**src/sv/phkl_ram.sv**
```systemverilog
module phkl_ram #(
    parameter int WIDTH = 16,
    parameter int DEPTH = 256,
    localparam int AddrW = (DEPTH > 1) ? $clog2(DEPTH) : 1
) (
    input  logic             aclk,
    input  logic             wr_en,
    input  logic [AddrW-1:0] wr_addr,
    input  logic [WIDTH-1:0] wr_data,
    input  logic [AddrW-1:0] rd_addr,
    output logic [WIDTH-1:0] rd_data
);

    logic [WIDTH-1:0] mem [DEPTH];
    logic [WIDTH-1:0] rd_data_reg;

    always_ff @(posedge aclk) begin
        if (wr_en) begin
            mem[wr_addr] <= wr_data;
        end
        rd_data_reg <= mem[rd_addr];
    end

    assign rd_data = rd_data_reg;

endmodule

```
**config.mk**
```make
export PLATFORM = sky130hd
export DESIGN_NAME = phkl_ram
export DESIGN_NICKNAME = d
export VERILOG_FILES = /design/src/sv/phkl_ram.sv
export SDC_FILE = /design/constraint.sdc
export NUM_CORES = 2
export LEC_CHECK = 0
export BUFFER_PORTS_ARGS = -buffer_cell sky130_fd_sc_hd__buf_2
export CORE_MARGIN = 1.5
export CORE_UTILIZATION = 45
export CTS_CLUSTER_DIAMETER = 200
export CTS_CLUSTER_SIZE = 12
export DETAILED_ROUTE_END_ITERATION = 8
export PLACE_DENSITY_LB_ADDON = 0.08
export REMOVE_ABC_BUFFERS = 1
export SLEW_MARGIN = 5
export SYNTH_ARGS = -nofsm -noshare
export SYNTH_HDL_FRONTEND = slang
export SYNTH_SLANG_ARGS = --single-unit
```
**constraint.sdc**
```tcl
create_clock -name aclk -period 4 [get_ports aclk]
set_input_delay 0.2 -clock aclk [delete_from_list [all_inputs] [get_ports aclk]]
set_output_delay 0.2 -clock aclk [all_outputs]
set_load 0.05 [all_outputs]
```
# Word level (Yosys, flattened, before mapping)
# Memories as Yosys holds them, arrays and structs flattened. A register that Yosys moved wholly into a read port is not among the register bits.
# Index checks and enable logic that the tools add are counted.
[word_totals]
n_memories = 1
wordCells = 3
rom_bits = 0
inputBits = 34
output_inout_bits = 16
ram_bits = 4096
ff_bits = 0
latchBits = 0
[memory_table]
columns = ["name", "words", "width", "rd", "rd_clocked_by_memory_dff", "write_ports", "line_no", "source"]
rows = [
  ["mem", 256, 16, 1, 1, 1, "14", "logic [WIDTH-1:0] mem [DEPTH];"],
]
[classes]
n_reduce_logical = 0
mul = 0
n_div = 0
n_mux = 2
magnitude_cmp = 0
addsub = 0
shift = 0
bitwise = 0
n_eq_ne = 0
[op_table]
columns = ["op", "count"]
rows = [
  ["$mux 1", 2],
]

# Depth between registers and ports, before layout
[logic_depth]
ltp_word = 2
depth_mapped = 12
mapped_depth_nobuf = 6

# Least setup slack after synthesis
# No wires, ideal clock.
[synth_path]
path_kind = "input port to flip-flop"
startpoint = "in wr_addr[3]"
endpoint = "mem mem[235][0], enable pin"
t_arrival_ns = 1.977
required_time_ns = 3.612
setup_slack_ns = 1.635
stages = 6
n_path_buf = 3
setup_time_ns = 0.388
path_cell_list = "clkbuf_1 > nor2b_1 > clkbuf_1 > nand4_1 > clkbuf_1 > nor2_1"
[synth_rtl]
columns = ["element", "line_no", "source"]
rows = [
  ["start: declaration", "8", "input logic [AddrW-1:0] wr_addr,"],
  ["end: declaration", "14", ""],
]
# No word-level cell before the write port.

==> results.json <==
{
  "final_core_util_pct": 51.0,
  "core-area_sq_mm": 0.350,
  "slew_headroom_pct": 2.81,
  "critPathSlowestCell": "o32ai_1",
  "hold_viol": 0,
  "multi_input_area_sq_mm": 0.0331,
  "drv_cap": 0,
  "htreeDepth": 5,
  "die_w_microns": 597,
  "p_per_area_mw_per_mm2": 474,
  "drtIter0Drc": 9076,
  "fin_nets": 8016,
  "ys_top_cells_by_count": "4096 x edfxtp_1, 797 x mux4_2, 565 x mux2i_1, 304 x nor2_1, 252 x o221ai_1",
  "avgSynthCellArea_sq_um": 21.6,
  "p_leak_nw": 56.4,
  "dieHeight_microns": 597,
  "num_vias": 78172,
  "cp_cell_sequence": "mux4_2, mux2_2, a22oi_1, buf_4, nand2_1, o32ai_1, nor4_1",
  "cp_max_fo": 1,
  "start_util_pct": 45.3,
  "hold_class": "input port to flip-flop",
  "seq_area_sq_mm": 0.123,
  "irDropWorstVdd_mv": 0.343,
  "routed_wl_mm": 447,
  "clockBufferDepth": 4,
  "worst-r2r-setup-slack_ns": 0.67,
  "finalCritPeriodShare_pct": 83.3,
  "cts_tree": "built",
  "worstReg2RegStart": "mem[3][12]$_DFFE_PP_",
  "wire_per_inst_microns": 35.3,
  "synthCells": 7360,
  "tightest_slew_ns": 1.44,
  "synth.area.top_cells": "edfxtp_1 77%, mux4_2 11%, mux2i_1 3.6%, o221ai_1 1.4%, nor2_1 0.72%",
  "fin_setup_tns_ns": 0,
  "area_growth_pct": 12.5,
  "dr.pass1.iters": 6,
  "min_period_ns": 3.33,
  "holdPathEnd": "mem[163][6]$_DFFE_PP_",
  "synth_top_area_share_pct": 77.5,
  "cts-resized-gates": 0,
  "root_buffer": "clkbuf_16",
  "status": "complete, no violations",
  "clkTransAtPathRegs_ns": 0.06,
  "port_buffers": 49,
  "cts_buffers": 380,
  "synth_most_common_cell": "edfxtp_1",
  "async_flop_share_pct": 0,
  "grt_max_degree": 141,
  "r2r_end": "rd_data[12]$_DFF_P_",
  "clock_skew_ns": 0.0268,
  "rows": 217,
  "grt_overflow": 0,
  "pin_count": 50,
  "ant_nets": 0,
  "grt_usage_pct": 25.0,
  "crit_type": "flip-flop to flip-flop",
  "dieArea_sq_mm": 0.356,
  "min_from": "wr_addr[0]",
  "ff2ff_path_depth": 7,
  "cp-end-kind": "flip-flop",
  "yosysSeqAreaShare_pct": 77.7,
  "arrival_ns": 4.11,
  "slowest_delay_ns": 1.05,
  "grt_pass1_wl_mm": 625,
  "vias_per_cell": 6.17,
  "setup_viol": 0,
  "worstSkewPairLatency_ns": 0.96,
  "yosys_warnings": 0,
  "synth_seq_cells": 4112,
  "whs_ns": 0.0905,
  "netlist_area_sq_mm": 0.159,
  "yosysTopAreaCell": "edfxtp_1",
  "largest_reg_flops": 4096,
  "drive_gt1_share_pct": 26.0,
  "holdPathStages": 4,
  "required_ns": 4.78,
  "synth_edf_count": 4096,
  "rsz0062_at_grt": "false",
  "cts.sinks": 4112,
  "critPathTopFamily": "compound AO/OA/AOI/OAI gates",
  "report.final.slew_viol_count": 0,
  "fmax_mhz": 300,
  "grt_pass1_vias": 78290,
  "synth-main-ff-cell": "edfxtp_1",
  "place_congestion": 0.873,
  "yosysUniqueCellTypes": 52,
  "startpoint_type": "flip-flop",
  "crit_buf_inv": 1,
  "drc": 0,
  "dp_hpwl_mm": 271,
  "antenna_found_initial": 28,
  "fill_cells": 27698
}
routing by layer:
layer | GRT usage, % | share of wire, %
met1 | 36.3 | 43
met2 | 39.6 | 48
met3 | 3.96 | 6.8
met4 | 6.59 | 2.8
met5 | 0 | 0.0027
worst max path at each step:
stage,end,cells after the start,startpoint
6_report,rd_data[12]$_DFF_P_,7,mem[3][12]$_DFFE_PP_
3_5_place_dp,rd_data[12]$_DFF_P_,10,rd_addr[0]
4_1_cts,rd_data[12]$_DFF_P_,7,mem[3][12]$_DFFE_PP_
3_3_place_gp,rd_data[12]$_DFF_P_,10,rd_addr[0]
2_1_floorplan,rd_data[4]$_DFF_P_,6,rd_addr[2]
5_1_grt,rd_data[12]$_DFF_P_,7,mem[3][12]$_DFFE_PP_
repair_timing:
action | 4_1_cts | 5_1_grt
hold buffers | 17 | 0
buffers inserted | 0 | 0
hold endpoints to repair | 1470 | 0
report_power, final:
part | total [mW] | leakage [nW] | switching (mW) | internal, mW
Clock | 32.3 | 4.95 | 15.0 | 17.2
Combinational | 4.82 | 14.5 | 3.19 | 1.63
Sequential | 47.6 | 36.9 | 0.0873 | 47.5
Total | 84.7 | 56.4 | 18.3 | 66.4
stage by stage:
| stage | setup WS (ns) | total power, mW | area (sq um) | instances |
|---|---|---|---|---|
| 2_1_floorplan | -2.70 | 50.3 | 156000 | 6908 |
| 3_3_place_gp | -0.0950 | 53.3 | 168000 | 12182 |
| 3_5_place_dp | -0.0134 | 53.3 | 168000 | 12182 |
| 4_1_cts | 0.705 | 85.5 | 179000 | 12660 |
| 5_1_grt | 0.726 | 87.1 | 179000 | 12662 |
| 6_report | 0.667 | 84.7 | 179000 | 12668 |
worst reg2reg max path, stage by stage (launching register included):
cell and delay (ns):
edfxtp_1 0.36, mux4_2 0.47, mux2_2 0.27, a22oi_1 0.53, buf_4 0.23, nand2_1 0.11
o32ai_1 1.05, nor4_1 0.16
cell families after synthesis:
kind of cell	after synthesis	share of synthesized area, %
and+or+nand+nor	556	1.57
buffers and inverters	456	1.69
AOI/OAI and AO/OA	786	3.54
DFF	4112	77.7
muxes	1450	15.5
placed cells by master, fill, tap and decap left out, types with 32 or more instances in the layout:
cell type / count
a21oi_1: 175
a22o_1: 32
a22oi_1: 43
buf_12: 75
buf_4: 553
clkbuf_1: 57
clkbuf_16: 385
edfxtp_1: 4096
mux2_2: 88
mux2i_1: 565
mux4_2: 797
nand2_1: 37
nor2_1: 202
nor2_2: 101
nor3_1: 90
o21ai_0: 37
o221ai_1: 252
o22ai_1: 148
final cells by class:
class | count | share of cell area, %
antenna | 8 | 0.0112
clock buffer | 442 | 5.52
clock inverter | 19 | 0.167
inverter | 4 | 0.0154
multi-input combinational | 2792 | 18.5
sequential | 4112 | 69.1
tap | 4599 | 3.22
timing repair buffer | 692 | 3.50
(Power assumes the default switching activity.)
