**config.mk**
```make
export PLATFORM = sky130hd
export DESIGN_NAME = phkl_mod
export DESIGN_NICKNAME = d
export VERILOG_FILES = /design/src/sv/phkl_pkg.sv /design/src/sv/phkl_mod.sv
export SDC_FILE = /design/constraint.sdc
export NUM_CORES = 1
export LEC_CHECK = 0
export ABC_AREA = 1
export BUFFER_PORTS_ARGS = -buffer_cell sky130_fd_sc_hd__buf_2
export CAP_MARGIN = 20
export CELL_PAD_IN_SITES_DETAIL_PLACEMENT = 1
export CELL_PAD_IN_SITES_GLOBAL_PLACEMENT = 2
export CORE_MARGIN = 2
export CORE_UTILIZATION = 35
export DETAILED_ROUTE_END_ITERATION = 6
export PLACE_DENSITY = 0.83
export SYNTH_ARGS = -nofsm -noshare
export SYNTH_HDL_FRONTEND = slang
export SYNTH_SLANG_ARGS = --single-unit
```
**constraint.sdc**
```tcl
create_clock -name aclk -period 2.98 [get_ports aclk]
set_input_delay 0.298 -clock aclk [delete_from_list [all_inputs] [get_ports aclk]]
set_output_delay 0.298 -clock aclk [all_outputs]
set_load 0.02 [all_outputs]
```
**src/sv/phkl_pkg.sv**
```systemverilog
package phkl_pkg;

    localparam int MAX_KEY_LEN_DEF  = 32;
    localparam int SYMBOL_SET_DEF   = 256;
    localparam int MAX_VERTICES_DEF = 4096;

    localparam int WEIGHT_W     = 16;
    localparam int KEY_LEN_W    = 6;
    localparam int SYMBOL_W     = 8;
    localparam int SET_SIZE_W   = 9;
    localparam int VCOUNT_W     = 13;
    localparam int ECOUNT_W     = 15;
    localparam int TADDR_W      = 13;
    localparam int CFG_IDX_W    = 3;
    localparam int CFG_DATA_W   = 15;
    localparam int DIVIDEND_W   = 17;
    localparam int DIVISOR_W    = 15;

    localparam logic [CFG_IDX_W-1:0] CFG_KEY_LENGTH   = 3'd0;
    localparam logic [CFG_IDX_W-1:0] CFG_SYMBOL_MIN   = 3'd1;
    localparam logic [CFG_IDX_W-1:0] CFG_SET_SIZE     = 3'd2;
    localparam logic [CFG_IDX_W-1:0] CFG_VERTEX_COUNT = 3'd3;
    localparam logic [CFG_IDX_W-1:0] CFG_ENTRY_COUNT  = 3'd4;

    typedef enum logic [1:0] {
        ACT_HASH   = 2'd0,
        ACT_FIRST  = 2'd1,
        ACT_SECOND = 2'd2,
        ACT_VERTEX = 2'd3
    } action_t;

    typedef enum logic [2:0] {
        ST_IDLE,
        ST_ADD,
        ST_MOD_UV,
        ST_RD_U,
        ST_RD_V,
        ST_SUM,
        ST_MOD_E,
        ST_RESULT
    } state_t;

    typedef struct packed {
        logic                 start;
        logic [DIVIDEND_W-1:0] dividend_a;
        logic [DIVIDEND_W-1:0] dividend_b;
        logic [DIVISOR_W-1:0]  divisor;
    } mod_req_t;

    typedef struct packed {
        logic                 done;
        logic [DIVISOR_W-1:0] rem_a;
        logic [DIVISOR_W-1:0] rem_b;
    } mod_rsp_t;

endpackage

```
**src/sv/phkl_mod.sv**
```systemverilog
module phkl_mod (
    input  logic               aclk,
    input  logic               aresetn,
    input  phkl_pkg::mod_req_t req,
    output phkl_pkg::mod_rsp_t rsp
);

    localparam int DvdW = phkl_pkg::DIVIDEND_W;
    localparam int DivW = phkl_pkg::DIVISOR_W;
    localparam int CntW = $clog2(DvdW);

    logic [DvdW-1:0] dvd_a_reg, dvd_a_next;
    logic [DvdW-1:0] dvd_b_reg, dvd_b_next;
    logic [DivW-1:0] div_reg, div_next;
    logic [DivW-1:0] rem_a_reg, rem_a_next;
    logic [DivW-1:0] rem_b_reg, rem_b_next;
    logic [CntW-1:0] cnt_reg, cnt_next;
    logic            busy_reg, busy_next;
    logic            done_reg, done_next;

    function automatic logic [DivW-1:0] rem_step(input logic [DivW-1:0] rem,
                                                 input logic in_bit,
                                                 input logic [DivW-1:0] d);
        logic [DivW:0] trial;
        trial = {rem, in_bit};
        if (trial >= {1'b0, d}) begin
            trial = trial - {1'b0, d};
        end
        return trial[DivW-1:0];
    endfunction

    always_comb begin
        dvd_a_next = dvd_a_reg;
        dvd_b_next = dvd_b_reg;
        div_next   = div_reg;
        rem_a_next = rem_a_reg;
        rem_b_next = rem_b_reg;
        cnt_next   = cnt_reg;
        busy_next  = busy_reg;
        done_next  = 1'b0;
        if (req.start) begin
            dvd_a_next = req.dividend_a;
            dvd_b_next = req.dividend_b;
            div_next   = req.divisor;
            rem_a_next = '0;
            rem_b_next = '0;
            cnt_next   = '0;
            busy_next  = 1'b1;
        end else if (busy_reg) begin
            rem_a_next = rem_step(rem_a_reg, dvd_a_reg[DvdW-1], div_reg);
            rem_b_next = rem_step(rem_b_reg, dvd_b_reg[DvdW-1], div_reg);
            dvd_a_next = {dvd_a_reg[DvdW-2:0], 1'b0};
            dvd_b_next = {dvd_b_reg[DvdW-2:0], 1'b0};
            cnt_next   = cnt_reg + 1'b1;
            if (cnt_reg == CntW'(DvdW - 1)) begin
                busy_next = 1'b0;
                done_next = 1'b1;
            end
        end
    end

    always_ff @(posedge aclk) begin
        if (!aresetn) begin
            busy_reg <= 1'b0;
            done_reg <= 1'b0;
            cnt_reg  <= '0;
        end else begin
            busy_reg <= busy_next;
            done_reg <= done_next;
            cnt_reg  <= cnt_next;
        end
        dvd_a_reg <= dvd_a_next;
        dvd_b_reg <= dvd_b_next;
        div_reg   <= div_next;
        rem_a_reg <= rem_a_next;
        rem_b_reg <= rem_b_next;
    end

    assign rsp.done  = done_reg;
    assign rsp.rem_a = rem_a_reg;
    assign rsp.rem_b = rem_b_reg;

endmodule

```
==> Word-level counts from Yosys, hierarchy flattened <==
Index checks and enable logic that the tools add are counted.
{ "word_totals": {"reg_bits": 86, "inputBits": 52, "elab_cells": 29} }
{ "classes": {"n_mux": 10, "reduce_logical": 3, "n_eq_ne": 1, "n_addsub": 3, "bitwise": 2, "order_cmp": 2} }
{ "ops": {"columns": ["op", "n"], "rows": [
  ["two-way mux 17 bit", 4],
  [">= comparator 16 x 15 -> 1 bit", 2],
  ["two-way mux 15 bit", 2],
  ["subtractor 15 bit", 2],
  ["adder 5 x 1 -> 5 bit (second input constant)", 1],
  ["equality test 5 bit (second input constant)", 1],
  ["two-way mux 1 bit", 4],
  ["OR reduction 3 bit", 1],
  ["NOT 1 bit", 2],
  ["nonzero test 2 bit", 1],
  ["OR reduction 2 bit", 1]
]} }

==> Longest topological paths before layout <==
{ "logic_depth": {"depth_word": 4, "ltp_mapped": 14, "depth_no_buf": 14} }

==> Worst setup path after synthesis <==
OpenSTA, ideal clock, no wires.
{ "synth_timing": {"path_kind": "in2reg", "start": "input port req[49] in the netlist's numbering", "end": "register dvd_a_reg[0] (enable)", "required_ns": 2.570, "setup_slack_ns": 0.871, "cell_stages": 4, "setup_ns": 0.410, "t_arrival_ns": 1.699, "path_cell_list": "buf_2 nor2_1 inv_1 clkbuf_1"} }
{ "synth_between": {"elab_chain_cells": 1} }
{ "synth_lines": {"columns": ["item", "line", "rtl"], "rows": [
  ["start: declaration", "phkl_mod.sv:4", "input phkl_pkg::mod_req_t req,"],
  ["nonzero test 2 bit (no source line)", null, null],
  ["end signal: assignment", "phkl_mod.sv:72", "dvd_a_reg <= dvd_a_next;"],
  ["end: declaration", "phkl_mod.sv:12", "logic [DvdW-1:0] dvd_a_reg, dvd_a_next;"]
]} }
No other way between the ends.
A chain may end at the register's enable or synchronous reset.

==> Final worst setup path <==
{ "layout_timing": {"start": "register div_reg[0]", "end": "register rem_a_reg[0]"} }
{ "layout_between": {"elab_chain_cells": 2} }
{ "layout_lines": {"columns": ["item", "line", "rtl"], "rows": [
  ["start: declaration", "phkl_mod.sv:14", "logic [DivW-1:0] div_reg, div_next;"],
  ["start signal: assignment", "phkl_mod.sv:74", "div_reg <= div_next;"],
  ["subtractor 15 bit / >= comparator 16 x 15 -> 1 bit (equally long branches)", "phkl_mod.sv:27, phkl_mod.sv:26", null],
  ["two-way mux 15 bit *", "phkl_mod.sv:26", "if (trial >= {1'b0, d}) begin"],
  ["end signal: assignment", "phkl_mod.sv:75", "rem_a_reg <= rem_a_next;"],
  ["end: declaration", "phkl_mod.sv:15", "logic [DivW-1:0] rem_a_reg, rem_a_next;"]
]} }
Mark *: on every way between the ends. The rest lies on a longest branch, timed or not.

==> summary.md <==
| Metric | Value |
|---|---|
| Peak VDD IR | 0.299 mV |
| Hold/Removal Path Class | in -> reg |
| Ys flop type | edfxtp_1 |
| Min Clock Period, post-route | 2350 ps |
| Hold_buf cts | 0 |
| CTS sink cnt | 86 |
| Status | complete, no violations |
| Sequential-to-total area share from yosys stat | 0.389 |
| Drt first pass iters | 4 |
| Commonest non-fill, non-tap cell in the layout | nand2_1 |
| Fillers | 2,074 |
| Least-Margin Pin Slew | 583 ps |
| Num CTS Buffers | 9 |
| Initial DRC Count | 178 |
| Nature of the critical path startpoint | flop |
| Die extent in x | 132 um |
| Post-Synthesis Cells | 801 |
| Reg clk slew, reported paths | 70 ps |
| Setup WS pre-CTS | 624 ps |
| Vias per inst | 4.73 |
| Skew-Pair Late Insertion Delay | 350 ps |
| Area of the multi-input gates | about 2900 um2 |
| Main area contributors after synthesis | edfxtp_1, nand2_1, dfxtp_1 |
| Final Cycle Share | 0.790 |
| Layout area overhead | 15.1% |
| FP Rows | 46 |
| Dpl cells | 1,084 |
| CP arrival | between 2000 and 3000 ps |
| DR DRC count | 0 |
| Worst Setup End Kind | flop |
| Post-route ant nets | 0 |
| Layout cell share with drive strength beyond 1 | 0.143 |
| Setup TNS | 0 ps |
| Reg-to-reg setup timing slack | 630 ps |
| # IOs | 83 |
| Gpl congestion | 0.883 |
| Fmax | roughly 420 MHz |
| Async S/R FF share, synth | 0 |
| Worst hold margin | 117 ps |
| Area leader, netlist | edfxtp_1 |
| # diodes | 0 |
| Initial core utilization | 0.358 |
| Power Total | 2.83 mW |
| Core Util, Final | 0.412 |
| Crit path max fanout | 16 |
| NumNets Final | 965 |
| Register area | 2210 um2 |
| Post-CTS sizing | 0 |
| RSZ-0062 raised after global routing | no |
| Pin count of the biggest net entering global routing | 53 |
| LEAKAGE | 3.59 nW |
| Synthesized flop and latch total | 86 |
| Power Density | 431 nW/um2 |
| Vias in the first global route | 5,369 |
| Max-slew headroom | 0.611 |
| Die ar. | 17,300 um2 |
| Placed wire-length estimate | about 12,000 um |
| First-pass GRT wire length | ~27,000 um |
| Count of non-filler cells in the finished layout | between 1k and 1.5k |
| Number of flops mapped to enable cells by yosys | 49 |
| CTS tree | done |
| Worst Skew | 10.5 ps |
| Final Max Slew Viols | 0 |
| Synth top area share | 0.258 |
| WS Path Type | reg -> reg |
| Design Area, Final | 6550 um2 |
| Syn Nets | around 890 |
| Overall die height | 132 um |
| Wirelength per Cell | 14.9 um |
| Final setup viols | 0 |
| Dpl cell area | ~6300 um2 |
| Core area | 15,900 um2 |
| Root buffer cell | clkbuf_16 |
| Max_cap viols | 0 |
| Port Buffers | 82 |
| Initial antenna violation count | 1 |
| Syn. warnings | 0 |
| Gr usage total | 0.194 |
| Post-route setup slack | 627 ps |
| Leading cell types in the layout, fill and taps excluded | nand2_1, inv_1, buf_2 |
| Crit path required time | 3200 ps |
| Total wire length | 16,400 um |
| Setup Buffers After CTS | 0 |
| Via count | roughly 5.2k |
| Synth Cell Area | between 5000 and 6000 um2 |
| Distinct cells, synth | 34 |
| H-tree level count | 3 |
| GRT overflow | 0 |
| Hold Vio Cnt, Final | 0 |
| Syn_area_per_cell | slightly above 7 um2 |
| Clk buf depth | 2 |
-- synthesized netlist by cell type (4+ instances only) --
cell type  count
nor2_1        29
nand3b_1      10
nand2_4        4
clkbuf_1       8
nand2_2        4
buf_2          5
nand4_1        9
dfxtp_1       37
nand3_2        8
buf_4          4
xor2_1         6
a21oi_1       10
ha_1          32
nand3_1       79
xnor2_1        6
nor3_1         5
o21ai_0       10
inv_1        133
nand2_1      332
edfxtp_1      49
-- report_power, final --
part           total, mW  internal, mW  switching, mW
combinational      0.389         0.132          0.257
clock               1.07         0.562          0.511
sequential          1.36          1.34         0.0265
total               2.83          2.03          0.794
-- critical path, stage by stage, from the launching register on --
cell and delay (ps):
edfxtp_1 400, ha_1 240, fa_1 410, inv_1 120
nand2_1 60, nand2_1 80, nand3_1 100, nand3_1 140
nand2_4 170, nand2_4 240, nand2_1 80, nand3_1 70
o21ai_0 100
-- metal layers --
| layer | global-route usage | vias to the layer above | routed length [um] |
|---|---|---|---|
| li1 | - | 2654 | - |
| met1 | 0.252 | 2431 | 7790 |
| met2 | 0.318 | 91 | 7570 |
| met3 | 0.0525 | 16 | 839 |
| met4 | 0.0501 | 2 | 195 |
| met5 | 0 | - | 13 |
-- cells by family (layout without fill, tap and decap cells) --
family | count (synthesis) | count (layout) | share of synthesized area
buffers and inverters | 153 | 235 | 0.110
AOI/OAI and AO/OA | 26 | 26 | 0.0284
adders and majority gates | 34 | 34 | 0.0774
and+or+nand+nor | 490 | 490 | 0.377
xor gates and xnor gates | 12 | 12 | 0.0185
DFF | 86 | 86 | 0.389
-- area by class of cell --
type                            instances  area share
Tap cell                              216      0.0413
Clock inverter                          5     0.00573
Sequential cell                        86       0.338
Inverter                              133      0.0762
Timing Repair Buffer                   87      0.0684
Multi-Input combinational cell        562       0.436
Clock buffer                           10      0.0350
-- final timing paths --
| path | depth (start not counted) | endpoint | from |
|---|---|---|---|
| min | 1 | div_reg[11]$_DFFE_PP_ | req[11] |
| min reg2reg | 2 | rem_b_reg[5]$_SDFFE_PP0P_ | rem_b_reg[5]$_SDFFE_PP0P_ |
| max | 12 | rem_a_reg[0]$_SDFFE_PP0P_ | div_reg[0]$_DFFE_PP_ |
| max reg2reg | 12 | rem_a_reg[0]$_SDFFE_PP0P_ | div_reg[0]$_DFFE_PP_ |
(Power assumes the default switching activity.)
